--- src/design/mvei_queue.sv ---
module mvei_queue #(
  parameter int unsigned WIDTH = 8
) (
  input  logic             clk_i,
  input  logic             rst_ni,
  input  logic             push_i,
  input  logic [WIDTH-1:0] push_data_i,
  output logic             full_o,
  output logic             avail_o,
  input  logic             pop_i,
  output logic [WIDTH-1:0] pop_data_o
);

  logic [WIDTH-1:0] mem_q [2];
  logic             wp_q, rp_q;
  logic [1:0]       cnt_q;

  assign full_o     = (cnt_q == 2'd2);
  assign avail_o    = (cnt_q != 2'd0);
  assign pop_data_o = mem_q[rp_q];

  always_ff @(posedge clk_i) begin
    if (push_i) begin
      mem_q[wp_q] <= push_data_i;
    end
  end

  always_ff @(posedge clk_i or negedge rst_ni) begin
    if (!rst_ni) begin
      wp_q  <= 1'b0;
      rp_q  <= 1'b0;
      cnt_q <= 2'd0;
    end else begin
      if (push_i) wp_q <= ~wp_q;
      if (pop_i)  rp_q <= ~rp_q;
      cnt_q <= cnt_q + {1'b0, push_i} - {1'b0, pop_i};
    end
  end

endmodule

--- config.mk ---
export PLATFORM = sky130hd
export DESIGN_NAME = mvei_queue
export DESIGN_NICKNAME = d
export VERILOG_FILES = /design/src/design/mvei_queue.sv
export SDC_FILE = /design/constraint.sdc
export NUM_CORES = 1
export LEC_CHECK = 0
export BUFFER_PORTS_ARGS = -buffer_cell sky130_fd_sc_hd__buf_4
export CAP_MARGIN = 20
export CORE_MARGIN = 1
export CORE_UTILIZATION = 52
export CTS_BUF_LIST = sky130_fd_sc_hd__clkbuf_2 sky130_fd_sc_hd__clkbuf_4 sky130_fd_sc_hd__clkbuf_8
export DETAILED_ROUTE_END_ITERATION = 10
export GPL_TIMING_DRIVEN = 0
export PLACE_DENSITY = 0.79
export SLEW_MARGIN = 20
export SYNTH_ARGS = -nofsm -noshare
export SYNTH_HDL_FRONTEND = slang
export SYNTH_SLANG_ARGS = --single-unit
--- constraint.sdc ---
create_clock -name clk_i -period 1.7 [get_ports clk_i]
set_clock_uncertainty 0.05 [all_clocks]
set_input_delay 0.34 -clock clk_i [delete_from_list [all_inputs] [get_ports clk_i]]
set_output_delay 0.34 -clock clk_i [all_outputs]
set_load 0.01 [all_outputs]
==> summary.md <==
| Metric | Value |
|---|---|
| Clk sinks | 20 |
| Synth Area in Compound Gates | 0 |
| Crit path top cell by count | buf_6 |
| Critical path's slowest cell | dfrtp_1 |
| Number of global-route vias before repair | 422 |
| Die height | 41.5 µm |
| DR WL/cell | between 10 and 15 µm |
| Worst path required time | ~1.3 ns |
| I/O Pins | 22 |
| Unrepaired setup endpoints after global routing | true |
| Fin. Hold Viols | 0 |
| Most common cell after layout, fill and taps aside | edfxtp_1 |
| Netlist cell types | 11 |
| Share of the synthesized area in the top cell type | 0.593 |
| Status | completed |
| Non-Filler Instances | 84 |
| Routed WL | between 1 and 1.5 mm |
| CP arrival | about 1.3 ns |
| Critical Path Source Type | flop |
| VDD IR-drop max | between 1 and 1.5 mV |
| Syn avg cell area | ~20 µm² |
| Worst setup margin | between 0.015 and 0.02 ns |
| Worst path cell trace | buf_6 > mux2_4 > buf_6 |
| Vias/cell | between 4 and 5 |
| Post-Syn Instances | 40 |
| Register share of total power | 0.390 |
| Min Hold Slack | between 0.15 and 0.2 ns |
| Critical path class | flop to primary output |
| Final setup fails | 0 |
| Post-Synth Simple-Gate Area | 0.0309 |
| Initial antenna violation count | 0 |
| Total number of vias | 415 |
| Max-slew headroom | 0.551 |
| Yosys reg bits | 20 |
| Pre-antenna DRT Iters | 3 |
| Comb pwr share | 0.404 |
| Total CTS buffers | 3 |
| Number of antenna diodes | 0 |
| Maximum fanout along the worst path | 5 |
| Mux cell area share after synthesis | 0.148 |
| Post-DRT Antenna Nets | 0 |
| Number of max-cap violations | 0 |
| CTS root buffer | clkbuf_4 |
| Synth area leaders | edfxtp_1 (59%), mux2_4 (15%), dfrtp_1 (12%) |
| Routability cong. | 0.619 |
| Cell area after layout | about 1100 µm² |
| Cell Area, Synth | 811 µm² |
| DR iter-0 viols | 11 |
| Sequential area share after synthesis | 0.716 |
| Adder-Cell Fraction of Synth Area | 0.0309 |
| Fmax achieved | about 590 MHz |
| Commonest cells after routing, fill and taps aside | edfxtp_1 (16), buf_4 (15), buf_6 (10) |
| Initial Util | 0.586 |
| Fillers | between 70 and 80 |
| Die area | roughly 1700 µm² |
| CP max stage delay | 0.43 ns |
| Yosys Warn Count | 0 |
| Placed insts | 76 |
| Total GRT Usage | 0.149 |
| Leakage | 0.487 nW |
| Net Sw Power | around 0.48 mW |
| CTS tree | yes |
| Largest net degree at the start of global routing | 13 |
| Switching Fraction | 0.259 |
| Ratio of cells with drive above 1 in the final layout | 0.551 |
| Period minus WS final | 1.68 ns |
| Row count | 13 |
| Area growth from synthesis to layout | 36.4% |
| Maximum level of the CTS H-tree | 1 |
| Internal power | ~1.4 mW |
| Largest family of logic cells by synthesized area | multiplexers |
| Setup TNS | 0 ns |
| Register area | 581 µm² |
| Post-synthesis xor/xnor area fraction | 0.0509 |
| Hold Path Class | input pin to flop |
| Placed Area | 987 µm² |
| Clk pwr share | 0.207 |
| Syn Nets | 54 |
| Final net count | 84 |
| Slew at the pin closest to its max-slew limit | between 0.6 and 0.7 ns |
| Worst slack, placed | 0.259 ns |
| CP endpoint kind | primary output |
| Core Area | 1380 µm² |
| Port Buf Inserts | 21 |
| DRC | 0 |
| Multi-input gate area | 211 µm² |
| Fin. max-slew vios | 0 |
| First-pass GRT wire length | just under 2 mm |
| Worst-Skew Late Latency | between 0.2 and 0.3 ns |
| Die Span X | ~41 µm |
| GRT Residual Overflow | 0 |
| Clock Path Buffers | 2 |
| Clock transition at path regs | between 0.1 and 0.15 ns |
| Final period util | 0.989 |
| Pwr per Cell Area | between 1500 and 2000 nW/µm² |
| Yosys top cell by area | edfxtp_1 |
-- registers in the layout, indices dropped and copies added (netlist names) --
register and count:
wp_q 1, cnt_q 2, mem_q 16, rp_q 1
-- logic make-up (layout without fill, tap and decap cells) --
kind of cell  count (synthesis)  in the layout
flops                        20             20
mux                           8              8
simple gates                  4              4
xor+xnor                      3              3
buf+inv                       3             32
fa+ha+maj                     2              2
-- layer usage --
layer / GRT usage / up-vias / share of wire
met2: 0.263 / 15 / 0.56
met1: 0.191 / 197 / 0.41
met4: 0.0258 / 0 / 0
met3: 0.0348 / 0 / 0.035
met5: 0 / - / 0
li1: - / 203 / -
-- Yosys cell counts --
cell type,count
edfxtp_1,16
mux2_4,8
dfrtp_1,4
ha_1,2
inv_1,2
nor2b_1,2
xor2_1,2
and2_1,1
buf_6,1
or2_2,1
xor3_1,1
-- layout make-up --
cell class                 instances  area share
tap                               15      0.0170
timing repair buffer              25       0.202
buffer                             1      0.0102
clock inverter                     1      0.0271
clock buffer                       3      0.0204
sequential                        20       0.525
inverter                           2     0.00679
multi-input combinational         17       0.191
-- power groups by stage --
stage	sequential, mW	clock, mW	combinational (mW)
after global routing	0.743	0.410	0.807
after detailed placement	0.733	0	0.641
after global placement	0.720	0	0.624
after CTS	0.723	0.384	0.644
final	0.727	0.386	0.754
after floorplan	0.716	0	0.419
-- critical path, delay by kind of cell, from the launching register on --
| family | cells | cell delay, ns |
|---|---|---|
| buffers and inverters | 2 | 0.27 |
| multiplexers | 1 | 0.30 |
| flip-flops | 1 | 0.43 |
-- worst paths after layout --
path / end / depth (start not counted) / from / slack, ns
setup / recovery: pop_data_o[4] / 3 / rp_q / 0.02
hold / removal: wp_q / 2 / push_i / 0.17
setup reg to reg: mem_q[0][7] / 1 / wp_q / 0.33
hold reg to reg: wp_q / 1 / wp_q / 0.45
max in group asynchronous: rp_q / 2 / rst_ni / 1.18
min in group asynchronous: cnt_q[1] / 2 / rst_ni / 0.32
-- what timing repair did --
action                                  CTS  global route
resized for setup                         0            11
endpoints found under the setup margin    0             8
hold buffers                              1             0
endpoints found under the hold margin     4             0
setup buffers                             0             2
-- stage by stage --
| step | power [mW] | utilization |
|---|---|---|
| after floorplan | 1.13 | - |
| after global placement | 1.34 | 0.714 |
| after detailed placement | 1.37 | 0.714 |
| after CTS | 1.75 | 0.759 |
| after global routing | 1.96 | 0.800 |
| final | 1.87 | 0.800 |
(Power assumes the default switching activity.)
