File: src/design/mvei_pkg.sv
package mvei_pkg;

  localparam int unsigned VAL_W   = 52;
  localparam int unsigned HALF_W  = VAL_W / 2;
  localparam int unsigned DIG_W   = 4;
  localparam int unsigned OP_W    = 2;
  localparam logic [DIG_W-1:0] DIGIT_MAX = 4'd9;

  typedef enum logic [OP_W-1:0] {
    OP_ADD = 2'd0,
    OP_SUB = 2'd1,
    OP_MUL = 2'd2,
    OP_RSV = 2'd3
  } op_e;

endpackage

File: src/design/mvei_ifs.sv
interface mvei_in_if;
  import mvei_pkg::*;
  logic             valid;
  logic             ready;
  logic [DIG_W-1:0] digit_value;
  logic [OP_W-1:0]  next_op;
  logic             last_digit;

  modport source (output valid, digit_value, next_op, last_digit, input ready);
  modport sink   (input valid, digit_value, next_op, last_digit, output ready);
endinterface


File: src/design/mvei_front.sv
module mvei_front #(
  parameter int unsigned MAX_DIGITS = 16
) (
  input  logic clk_i,
  input  logic rst_ni,
  mvei_in_if.sink in_i,
  input  logic q_full_i,
  output logic push_o,
  output logic [MAX_DIGITS*(mvei_pkg::DIG_W+mvei_pkg::OP_W)+$clog2(MAX_DIGITS+2):0] job_o
);
  import mvei_pkg::*;

  localparam int unsigned CW = $clog2(MAX_DIGITS + 2);
  localparam int unsigned IW = (MAX_DIGITS > 1) ? $clog2(MAX_DIGITS) : 1;

  logic [MAX_DIGITS-1:0][DIG_W-1:0] dig_q, dig_d;
  logic [MAX_DIGITS-1:0][OP_W-1:0]  op_q, op_d;
  logic [CW-1:0]                    cnt_q, cnt_d;
  logic                             accept;
  logic [DIG_W-1:0]                 dsat;

  assign in_i.ready = ~q_full_i;
  assign accept     = in_i.valid & ~q_full_i;
  assign dsat       = (in_i.digit_value > DIGIT_MAX) ? DIGIT_MAX : in_i.digit_value;

  always_comb begin
    dig_d = dig_q;
    op_d  = op_q;
    cnt_d = cnt_q;
    if (cnt_q < CW'(MAX_DIGITS)) begin
      dig_d[cnt_q[IW-1:0]] = dsat;
      op_d[cnt_q[IW-1:0]]  = in_i.next_op;
    end
    if (cnt_q <= CW'(MAX_DIGITS)) begin
      cnt_d = cnt_q + CW'(1);
    end
  end

  // Hand the whole expression over on the last digit.
  assign push_o = accept & in_i.last_digit;
  assign job_o  = {(cnt_d > CW'(MAX_DIGITS)), cnt_d, op_d, dig_d};

  always_ff @(posedge clk_i) begin
    if (accept) begin
      dig_q <= dig_d;
      op_q  <= op_d;
    end
  end

  always_ff @(posedge clk_i or negedge rst_ni) begin
    if (!rst_ni) begin
      cnt_q <= '0;
    end else if (accept) begin
      cnt_q <= in_i.last_digit ? '0 : cnt_d;
    end
  end

endmodule

File: src/flat_wrapper.sv
// flat-port wrapper written by rule: the top's interface ports become plain ports
module mvei_front_flat import mvei_pkg::*;
#(
  parameter int unsigned MAX_DIGITS = 16
)
  (clk_i, rst_ni, q_full_i, push_o, job_o, in_i_valid, in_i_digit_value, in_i_next_op, in_i_last_digit, in_i_ready);
  mvei_in_if in_i_i ();
  input  logic clk_i;
  input  logic rst_ni;
  input  logic q_full_i;
  output logic push_o;
  output logic [MAX_DIGITS*(mvei_pkg::DIG_W+mvei_pkg::OP_W)+$clog2(MAX_DIGITS+2):0] job_o;
  input wire logic [$bits(in_i_i.valid)-1:0] in_i_valid;
  input wire logic [$bits(in_i_i.digit_value)-1:0] in_i_digit_value;
  input wire logic [$bits(in_i_i.next_op)-1:0] in_i_next_op;
  input wire logic [$bits(in_i_i.last_digit)-1:0] in_i_last_digit;
  output wire logic [$bits(in_i_i.ready)-1:0] in_i_ready;
  assign in_i_i.valid = in_i_valid;
  assign in_i_i.digit_value = in_i_digit_value;
  assign in_i_i.next_op = in_i_next_op;
  assign in_i_i.last_digit = in_i_last_digit;
  assign in_i_ready = in_i_i.ready;
  mvei_front #(.MAX_DIGITS(MAX_DIGITS)) u_core (.clk_i(clk_i), .rst_ni(rst_ni), .in_i(in_i_i), .q_full_i(q_full_i), .push_o(push_o), .job_o(job_o));
endmodule
File: config.mk
export PLATFORM = sky130hd
export DESIGN_NAME = mvei_front_flat
export DESIGN_NICKNAME = d
export VERILOG_FILES = /design/src/design/mvei_pkg.sv /design/src/design/mvei_ifs.sv /design/src/design/mvei_front.sv /design/src/flat_wrapper.sv
export SDC_FILE = /design/constraint.sdc
export NUM_CORES = 1
export LEC_CHECK = 0
export BUFFER_PORTS_ARGS = -buffer_cell sky130_fd_sc_hd__buf_2
export CORE_MARGIN = 5
export CORE_UTILIZATION = 57
export CTS_CLUSTER_SIZE = 16
export DETAILED_ROUTE_END_ITERATION = 8
export PLACE_DENSITY = 0.93
export SYNTH_ARGS = -nofsm -noshare
export SYNTH_HDL_FRONTEND = slang
export SYNTH_SLANG_ARGS = --single-unit
File: constraint.sdc
create_clock -name clk_i -period 7.3 [get_ports clk_i]
set_clock_uncertainty 0.05 [all_clocks]
set_input_delay 0.365 -clock clk_i [delete_from_list [all_inputs] [get_ports clk_i]]
set_output_delay 0.365 -clock clk_i [all_outputs]
set_load 0.01 [all_outputs]
==> metrics.yaml, run 1 <==
critPathMaxFanout: 9
finalSetupViolations: 0
path_cells: "inv_1, ha_1, or4b_1, o21ai_0, buf_2"
switching_share_pct: 24.5
synthesis.area_sq_mm: 0.00454
cpPeakStageDelay_ns: 0.63
hold_violations: 0
hp-class: "primary input to flip-flop"
synthCells: 323
grt_use_total_pct: 21.1
synthXorXnorAreaFrac_pct: 0.193
grt_setup_unrepaired: "no"
clockRootBuffer: "clkbuf_8"
internal-power_w: 0.000971
cts.sinks: 101
worstMarginPinSlew_ns: 1.20
finalCritPeriodShare_pct: 38.4
yosysSeqAreaShare_pct: 66.2
seq_power_share_pct: 53.3
start_kind: "flip-flop"
p_clk_share_pct: 32.3
synth-simple-area-share_pct: 9.78
power_w: 0.00129
worstHoldStart: "in_i_last_digit"
clockBufferDepth: 2
fp-row-count: 32
required_ns: 6.88
numCtsBuffers: 9
die_w_um: 99.3
grt_pass1_vias: 3061
maxClockFrequency_ghz: 0.357
grt_overflow_total: 0
ys_types: 29
synth_fa_ha_area_share_pct: 1.10
drtPass1Iterations: 4
synth_compound_area_share_pct: 7.41
synthMuxAreaShare_pct: 12.1
htree_levels: 3
syn_nets: 338
slew_headroom_pct: 20.0
ir_drop_mv: 0.129
clkTransAtPathRegs_ns: 0.09
cp_data_arrival_time_ns: 2.39
cpMaxStageDelayCell: "or4b_1"
placed_cells: 514
avgSynthCellArea_sq_um: 14.1
numPortBuffers: 114
drt_iter0_drc: 185
endpoint_kind: "primary output"
die_h_um: 99.3
dieArea_sq_mm: 0.00986
layout.nets: 439
grt_pass1_wl_um: 16100
hpwl_um: 6920
utilization_pct: 69.4
diodes: 0
r2r_start: "u_core.cnt_q[0]"
tns_ns: 0
final_common_cell: "buf_2"
fin_cells: 530
yosys_warnings: 0
insertion_delay_ns: 0.35
power_density_mw_per_mm2: 240
antenna_found_initial: 1
drive_above_1_share_pct: 42.1
maxCapViolations: 0
cts_tree: "yes"
startpoint: "u_core.cnt_q[0]"
place_congestion: 0.783
p_switching_w: 0.000315
synth_top_family_by_area: "multiplexers"
post-cts-setup-buffer-count: 0
route.detailed.drc: 0
wirelength_um: 10200
wl_per_cell_um: 19.2
core_sq_mm: 0.00773
outcome: "finished, final reports clean"
comb_power_share_pct: 14.5
num_vias: 3044
drt-vias-per-instance: 5.74
start_util_pct: 58.8
slew_viol_final: 0
fin_crit_ns: 2.80
io_pins: 115
worst-setup-path-type: "flip-flop to primary output"
synth_seq_cells: 101
grt_max_degree: 98
area_growth_pct: 18.1
power_leakage_nw: 2.17
postRouteAntennaNets: 0
layout_common_cells: "114 x buf_2, 96 x edfxtp_1, 48 x nand2_1, 48 x o21ai_0, 45 x mux2_2"
==> cell type report <==
class | instances | area [sq um]
Sequential cell | 101 | 3010
Tap cell | 102 | 128
Timing Repair Buffer | 116 | 588
Inverter | 4 | 16.3
Clock buffer | 10 | 128
Fill cell | 549 | 2360
Clock inverter | 5 | 108
Multi-Input combinational cell | 192 | 1390
==> synthesized netlist by cell type <==
master | n | area share [%]
edfxtp_1 | 96 | 63
a22o_1 | 5 | 0.96
nand2b_1 | 4 | 0.55
o21a_1 | 1 | 0.17
a211oi_2 | 1 | 0.28
nand4bb_1 | 8 | 2.0
or3_1 | 2 | 0.28
nand4b_1 | 5 | 0.96
inv_1 | 4 | 0.33
dfrtp_1 | 5 | 2.8
or4b_1 | 3 | 0.66
nand2_1 | 48 | 4.0
mux2_2 | 45 | 11
and3b_1 | 1 | 0.19
o21ai_0 | 48 | 5.3
xnor2_1 | 1 | 0.19
and2_1 | 1 | 0.14
a2bb2oi_1 | 1 | 0.19
nor2_1 | 4 | 0.33
buf_6 | 2 | 0.50
o41a_1 | 1 | 0.25
o31ai_1 | 1 | 0.17
buf_2 | 13 | 1.4
or4b_4 | 1 | 0.30
nor2b_1 | 3 | 0.41
mux2_4 | 3 | 0.99
a21oi_1 | 1 | 0.11
ha_1 | 4 | 1.1
clkbuf_1 | 11 | 0.91
==> critical path: cells and delay by family, from the launching register on <==
kind / cells / cell delay [ns]
AO/OA/AOI/OAI: 1 / 0.35
adder cells (fa/ha/maj): 1 / 0.23
buffers and inverters: 2 / 0.33
flip-flops: 1 / 0.49
AND/OR/NAND/NOR: 1 / 0.63
==> state kept, by name, summed over array words and instances, names as in the netlist <==
register	cells
u_core.dig_q	64
u_core.op_q	32
u_core.cnt_q	5
==> cells by family after synthesis <==
| kind of cell | count (synthesis) |
|---|---|
| buffers and inverters | 30 |
| muxes | 48 |
| xor gates and xnor gates | 1 |
| DFF | 101 |
| and+or+nand+nor | 80 |
| adders and majority gates | 4 |
| AOI/OAI and AO/OA | 59 |
==> power by group through the flow <==
stage	logic [W]	registers [W]	clock network (W)
after floorplan	0.000120	0.000693	0
after global placement	0.000179	0.000696	0
after detailed placement	0.000188	0.000698	0
after CTS	0.000189	0.000685	0.000423
after global routing	0.000205	0.000689	0.000453
final	0.000186	0.000685	0.000415
==> path summary, 6_finish.rpt <==
| kind | to | slack (ns) | cells past startpoint |
|---|---|---|---|
| setup / recovery | job_o[2] | 4.50 | 5 |
| hold / removal | u_core.cnt_q[4] | 0.16 | 2 |
| setup reg to reg | u_core.op_q[4] | 5.14 | 4 |
| hold reg to reg | u_core.op_q[30] | 0.52 | 1 |
| max in group asynchronous | u_core.cnt_q[2] | 6.77 | 2 |
| min in group asynchronous | u_core.cnt_q[0] | 0.31 | 2 |
==> layer usage <==
layer,wire length [um],vias up,GRT usage (%)
met5,0,-,0
met4,80,0,4.52
met3,823,10,5.75
met1,4190,1493,28.0
met2,5080,128,35.0
li1,-,1413,-
==> stage by stage <==
step | hold slack [ns] | area [sq um] | setup slack [ns]
after detailed placement | 0.129 | 5120 | 4.70
after global routing | 0.150 | 5370 | 4.29
after floorplan | 0.0194 | 4540 | 4.04
after global placement | 0.127 | 5120 | 4.85
after CTS | 0.134 | 5370 | 4.47
final | 0.157 | 5370 | 4.50
==> repair_timing <==
item	CTS	global route
hold buffers	1	0
hold endpoints to repair	5	0
resized for setup	0	0
(Power assumes the default switching activity.)
==> inputs of run 2 (changes only) <==
CORE_UTILIZATION = 53   (was 57)
PLACE_DENSITY = 0.88   (was 0.93)
clock period = 2.6 ns   (was 7.3 ns; I/O delays follow)
==> run 2 against run 1 <==
Sequential power grew to 2.8 times the previous value. Core utilization is 4.5 points lower. Combinational power grew to 2.9 times the previous value. Via count is 0.82% lower. Die area rose by 6.8%. Register-to-register slack worse by 4.6 ns. Worst hold slack worse by 0.11 ns. Setup slack lost 4.3 ns. Routed wire length increased by 0.23%. Critical path type unchanged. Largest power group unchanged.
==> metrics.yaml, run 2 (same netlist as run 1, synthesis figures left out) <==
grt_overflow_total: 0  # unchanged
required_ns: 2.42  # -4.46 ns
slew_viol_final: 0  # unchanged
fp-row-count: 33  # +3.1%
cp.depth: 4  # -1
drt-vias-per-instance: 5.62  # -2.1%
dieArea_sq_mm: 0.0105  # +6.8%
layout.nets: 442  # +0.68%
reg2reg_depth: 4  # unchanged
cp.buffers_inverters: 1  # -1
drt_iter0_drc: 96  # -48%
core_sq_mm: 0.00830  # +7.4%
clockRootBuffer: "clkbuf_8"
start_util_pct: 54.7  # -4.1 points
grt_max_degree: 59  # -40%
fin_cells: 537  # +1.3%
reg2reg_to: "u_core.op_q[5]"
largest_register_ffs: 64  # unchanged
critPathMaxFanout: 9  # unchanged
power_density_mw_per_mm2: 627  # +160%
cts_tree: "yes"
numCtsBuffers: 9  # unchanged
maxClockFrequency_ghz: 0.411
largest_register: "u_core.dig_q"
whs_ns: 0.0519  # -0.105 ns
hpwl_um: 7070  # +2.3%
r2r_start: "u_core.cnt_q[0]"
clkTransAtPathRegs_ns: 0.09  # about the same
htree_levels: 3  # unchanged
area_growth_pct: 18.7
top_regs: "u_core.dig_q (64), u_core.op_q (32), u_core.cnt_q (5)"
tns_ns: 0  # unchanged
utilization_pct: 65.0  # -4.5 points
maxCapViolations: 0  # unchanged
endpoint_kind: "primary output"
crit_end: "job_o[14]"
place_congestion: 0.770  # -1.6%
finalSetupViolations: 0  # unchanged
fin_crit_ns: 2.43
route.detailed.drc: 0  # unchanged
finalCritPeriodShare_pct: 93.6
clockBufferDepth: 2  # unchanged
num_vias: 3019  # -0.82%
grt_setup_unrepaired: "no"
final_common_cell: "buf_2"
layout_common_cells: "114 x buf_2, 96 x edfxtp_1, 48 x nand2_1"
antenna_found_initial: 0  # -1
cts.sinks: 101  # unchanged
diodes: 0  # unchanged
postRouteAntennaNets: 0  # unchanged
wirelength_um: 10200  # +0.23%
path_cells: "ha_2, or4b_4, o21ai_0, buf_2"
power_leakage_nw: 2.17  # -0.31%
start_kind: "flip-flop"
hp-class: "primary input to asynchronous set/reset pin"
io_pins: 115  # unchanged
numPortBuffers: 114  # unchanged
drtPass1Iterations: 4  # unchanged
outcome: "finished, final reports clean"
grt_use_total_pct: 19.0  # -2.1 points
critPathTopFamily: "simple AND/OR/NAND/NOR gates"
fillers: 610  # +11%
cpMaxStageDelayCell: "or4b_4"
startpoint: "u_core.cnt_q[0]"
wl_per_cell_um: 19.0  # -1.1%
worst-setup-path-type: "flip-flop to primary output"
insertion_delay_ns: 0.35  # about the same
rrSetupSlack_ns: 0.57  # -4.57 ns
cpPeakStageDelay_ns: 0.57  # -0.06 ns
die_h_um: 103  # +3.3%
cp_data_arrival_time_ns: 2.25  # -0.14 ns
grt_pass1_wl_um: 15500  # -4.2%
slew_headroom_pct: 23.0  # +3.0 points
worstMarginPinSlew_ns: 1.15  # -0.0447 ns
hold_violations: 0  # unchanged
grt_pass1_vias: 2892  # -5.5%
drive_above_1_share_pct: 44.4  # +2.4 points
placed_cells: 518  # +0.78%
ir_drop_mv: 0.310  # +140%
die_w_um: 103  # +3.3%
## run 2: changes by cell type in the layout (fill, tap and decap cells not counted), moves of 2 or more
cell,previous run,this run
bufinv_16,3,0
or4b_1,3,0
or4b_4,1,4
buf_12,0,2
clkinv_4,0,2
dfrtp_1,5,3
dfrtp_2,0,2
nand4bb_1,8,6
nand4bb_2,0,2
o21ai_0,48,46
o21ai_1,0,2
## run 2: how the worst min path moves through the flow
stage	start	endpoint	slack [ns]	cells after the start
after floorplan	rst_ni	u_core.cnt_q[0]	-0.22	0
after global placement	rst_ni	u_core.cnt_q[3]	-0.11	1
after detailed placement	rst_ni	u_core.cnt_q[3]	-0.11	1
after CTS	rst_ni	u_core.cnt_q[3]	0.05	2
after global routing	rst_ni	u_core.cnt_q[3]	0.06	2
final	rst_ni	u_core.cnt_q[3]	0.05	2
## run 2: timing repair
action / CTS / global route
buffers inserted: 0 / 1
resized for setup: 0 / 10
pin swaps: 1 / 0
endpoints found under the setup margin: 1 / 31
hold endpoints to repair: 6 / 0
hold buffers: 2 / 0
## run 2: metrics by stage
step | setup slack [ns] | instance area (sq um) | total power [W]
after floorplan | 0.231 | 4550 | 0.00228
after global placement | 0.471 | 5160 | 0.00246
after detailed placement | 0.403 | 5160 | 0.00248
after CTS | 0.0110 | 5360 | 0.00340
after global routing | 0.0295 | 5390 | 0.00353
final | 0.167 | 5390 | 0.00338
## run 2: worst register-to-register path: stages, from the launching register on
cell,delay (ns)
dfrtp_1,0.49
inv_1,0.13
ha_1,0.24
or4b_4,0.55
mux2_2,0.32
## run 2: cell type report
type / instances / area (sq um) / area share [%]
Multi-Input combinational cell: 192 / 1420 / 26.2
Inverter: 4 / 18.8 / 0.348
Sequential cell: 101 / 3010 / 55.8
Timing Repair Buffer: 119 / 638 / 11.8
Clock inverter: 7 / 56.3 / 1.04
Clock buffer: 9 / 124 / 2.30
Tap cell: 105 / 131 / 2.44
## run 2: power by group
group	internal [W]	switching, W
clock	0.000362	0.000560
combinational	0.000217	0.000321
sequential	0.00188	0.0000415
total	0.00246	0.000923
## run 2: routing by layer
metal  vias to the layer above  global-route usage, %  part of all wire [%]
li1                       1431                      -                     -
met1                      1467                   26.9                    46
met2                       107                   30.2                    46
met3                        14                   4.87                   7.7
met4                         0                   3.43                  0.77
met5                         -                      0                     0
==> inputs of run 3 (changes only) <==
BUFFER_PORTS_ARGS = unset   (was -buffer_cell sky130_fd_sc_hd__buf_2)
CORE_UTILIZATION = 60   (was 53)
CTS_BUF_LIST = sky130_fd_sc_hd__clkbuf_4 sky130_fd_sc_hd__clkbuf_8   (was unset)
DONT_BUFFER_PORTS = 1   (was unset)
PLACE_DENSITY = 0.84   (was 0.88)
==> run 3 against run 2 <==
Largest power group unchanged. Non-clock buffer count decreased by 83. Critical endpoint is now job_o[1]. Design area down 6.5%. Register-to-register slack worse by 0.27 ns. Core utilization grew 3.8 points.
==> metrics.yaml, run 3 (same netlist as run 1, synthesis figures left out) <==
cts_tree: "yes"
startpoint: "u_core.cnt_q[0]"
antenna_found_initial: 0  # unchanged
path_cells: "inv_1, ha_1, or4b_1, o21ai_0"
insertion_delay_ns: 0.35  # about the same
start_util_pct: 62.0  # +7.2 points
numCtsBuffers: 9  # unchanged
fillers: 481  # -21%
cts.sinks: 101  # unchanged
slew_headroom_pct: 53.0  # +30 points
fp-row-count: 31  # -6.1%
core_sq_mm: 0.00733  # -12%
endpoint_kind: "primary output"
drtPass1Iterations: 5  # +1
top_regs: "u_core.dig_q (64), u_core.op_q (32), u_core.cnt_q (5)"
maxClockFrequency_ghz: 0.394  # -4.0%
grt_pass1_wl_um: 15500  # +0.36%
finalCritPeriodShare_pct: 97.5  # +3.9 points
tns_ns: 0  # unchanged
crit_end: "job_o[1]"
critPathMaxFanout: 9  # unchanged
grt_pass1_vias: 2602  # -10%
layout_common_cells: "96 x edfxtp_1, 48 x nand2_1, 45 x mux2_2"
reg2reg_to: "u_core.dig_q[1]"
grt_use_total_pct: 21.2  # +2.3 points
multi_input_area_sq_mm: 0.00139  # -1.7%
place_congestion: 0.763  # -0.95%
clockBufferDepth: 2  # unchanged
die_h_um: 97.0  # -5.4%
wirelength_um: 10400  # +1.8%
final-seq-area_sq_mm: 0.00301  # about the same
whs_ns: 0.00849  # -0.0434 ns
start_kind: "flip-flop"
cp_data_arrival_time_ns: 2.36  # +0.11 ns
diodes: 0  # unchanged
drive_above_1_share_pct: 27.5  # -17 points
drt_iter0_drc: 226  # +140%
grt_overflow_total: 0  # unchanged
outcome: "finished, final reports clean"
num_vias: 2773  # -8.1%
grt_max_degree: 99  # +68%
route.detailed.drc: 0  # unchanged
hold_violations: 0  # unchanged
io_pins: 115  # unchanged
numPortBuffers: 0  # -100%
rrSetupSlack_ns: 0.30  # -0.27 ns
clockRootBuffer: "clkbuf_8"
layout.nets: 359  # -19%
clkTransAtPathRegs_ns: 0.09  # about the same
worstMarginPinSlew_ns: 0.705  # -0.446 ns
maxCapViolations: 0  # unchanged
die_w_um: 97.0  # -5.4%
postRouteAntennaNets: 0  # unchanged
placed_cells: 422  # -19%
slew_viol_final: 0  # unchanged
htree_levels: 3  # unchanged
reg2reg_depth: 4  # unchanged
largest_register_ffs: 64  # unchanged
cpMaxStageDelayCell: "or4b_1"
r2r_start: "u_core.cnt_q[0]"
largest_register: "u_core.dig_q"
drt-vias-per-instance: 6.19  # +10%
hp-class: "primary input to asynchronous set/reset pin"
worst-setup-path-type: "flip-flop to primary output"
final_common_cell: "edfxtp_1"
power_leakage_nw: 1.85  # -14%
hpwl_um: 6720  # -5.0%
cpPeakStageDelay_ns: 0.64  # +0.07 ns
required_ns: 2.42  # about the same
finalSetupViolations: 0  # unchanged
grt_setup_unrepaired: "no"
fin_crit_ns: 2.54  # +0.103 ns
fin_cells: 448  # -17%
power_density_mw_per_mm2: 673  # +7.2%
dieArea_sq_mm: 0.00941  # -11%
ir_drop_mv: 0.497  # +60%
area_growth_pct: 11.0
wl_per_cell_um: 23.2  # +22%
==> run 3: stage by stage <==
stage,util [%],total power (W),instance area [sq um],setup WS (ns)
finish,68.8,0.00339,5040,0.0642
global route,68.8,0.00350,5040,0.00844
CTS,68.3,0.00340,5010,0.0389
detailed placement,64.8,0.00240,4750,0.358
global placement,64.8,0.00237,4750,0.478
floorplan,-,0.00228,4550,0.231
==> run 3: critical path, delay by kind of cell (launching register included) <==
| kind | cells | cell delay [ns] |
|---|---|---|
| and+or+nand+nor | 1 | 0.64 |
| AOI/OAI and AO/OA | 1 | 0.50 |
| buffers and inverters | 1 | 0.12 |
| DFF | 1 | 0.49 |
| adders and majority gates | 1 | 0.24 |
==> run 3: area by class of cell <==
type | instances | share of cell area (%)
clock buffer | 10 | 2.61
clock inverter | 6 | 1.36
inverter | 4 | 0.372
multi-input combinational | 192 | 27.6
sequential | 101 | 59.7
tap | 99 | 2.46
timing repair buffer | 36 | 5.96
==> run 3: what timing repair did <==
action	in CTS	in global routing
buffers inserted	0	3
resized for setup	0	5
hold endpoints to repair	24	1
hold buffers	6	1
setup endpoints to repair	0	9
==> run 3: how the worst min path moves through the flow <==
stage	slack [ns]	from	endpoint
2_1_floorplan	-0.22	rst_ni	u_core.cnt_q[0]
3_3_place_gp	-0.22	rst_ni	u_core.cnt_q[4]
3_5_place_dp	-0.22	rst_ni	u_core.cnt_q[4]
4_1_cts	0.002	in_i_digit_value[3]	u_core.dig_q[11]
5_1_grt	0.002	in_i_digit_value[3]	u_core.dig_q[11]
6_report	0.008	rst_ni	u_core.cnt_q[0]
==> run 3: power by group <==
group	internal, W	switching, W	leakage, nW
registers	0.00188	0.0000395	0.970
clock network	0.000463	0.000544	0.101
logic	0.000161	0.000301	0.784
==> run 3: metal layers <==
| metal | global-route usage, % | vias up | wire length, um |
|---|---|---|---|
| met5 | 0 | - | 0 |
| met4 | 7.24 | 0 | 128 |
| met3 | 8.13 | 11 | 1080 |
| met2 | 35.0 | 116 | 5120 |
| met1 | 25.7 | 1396 | 4060 |
| li1 | - | 1250 | - |
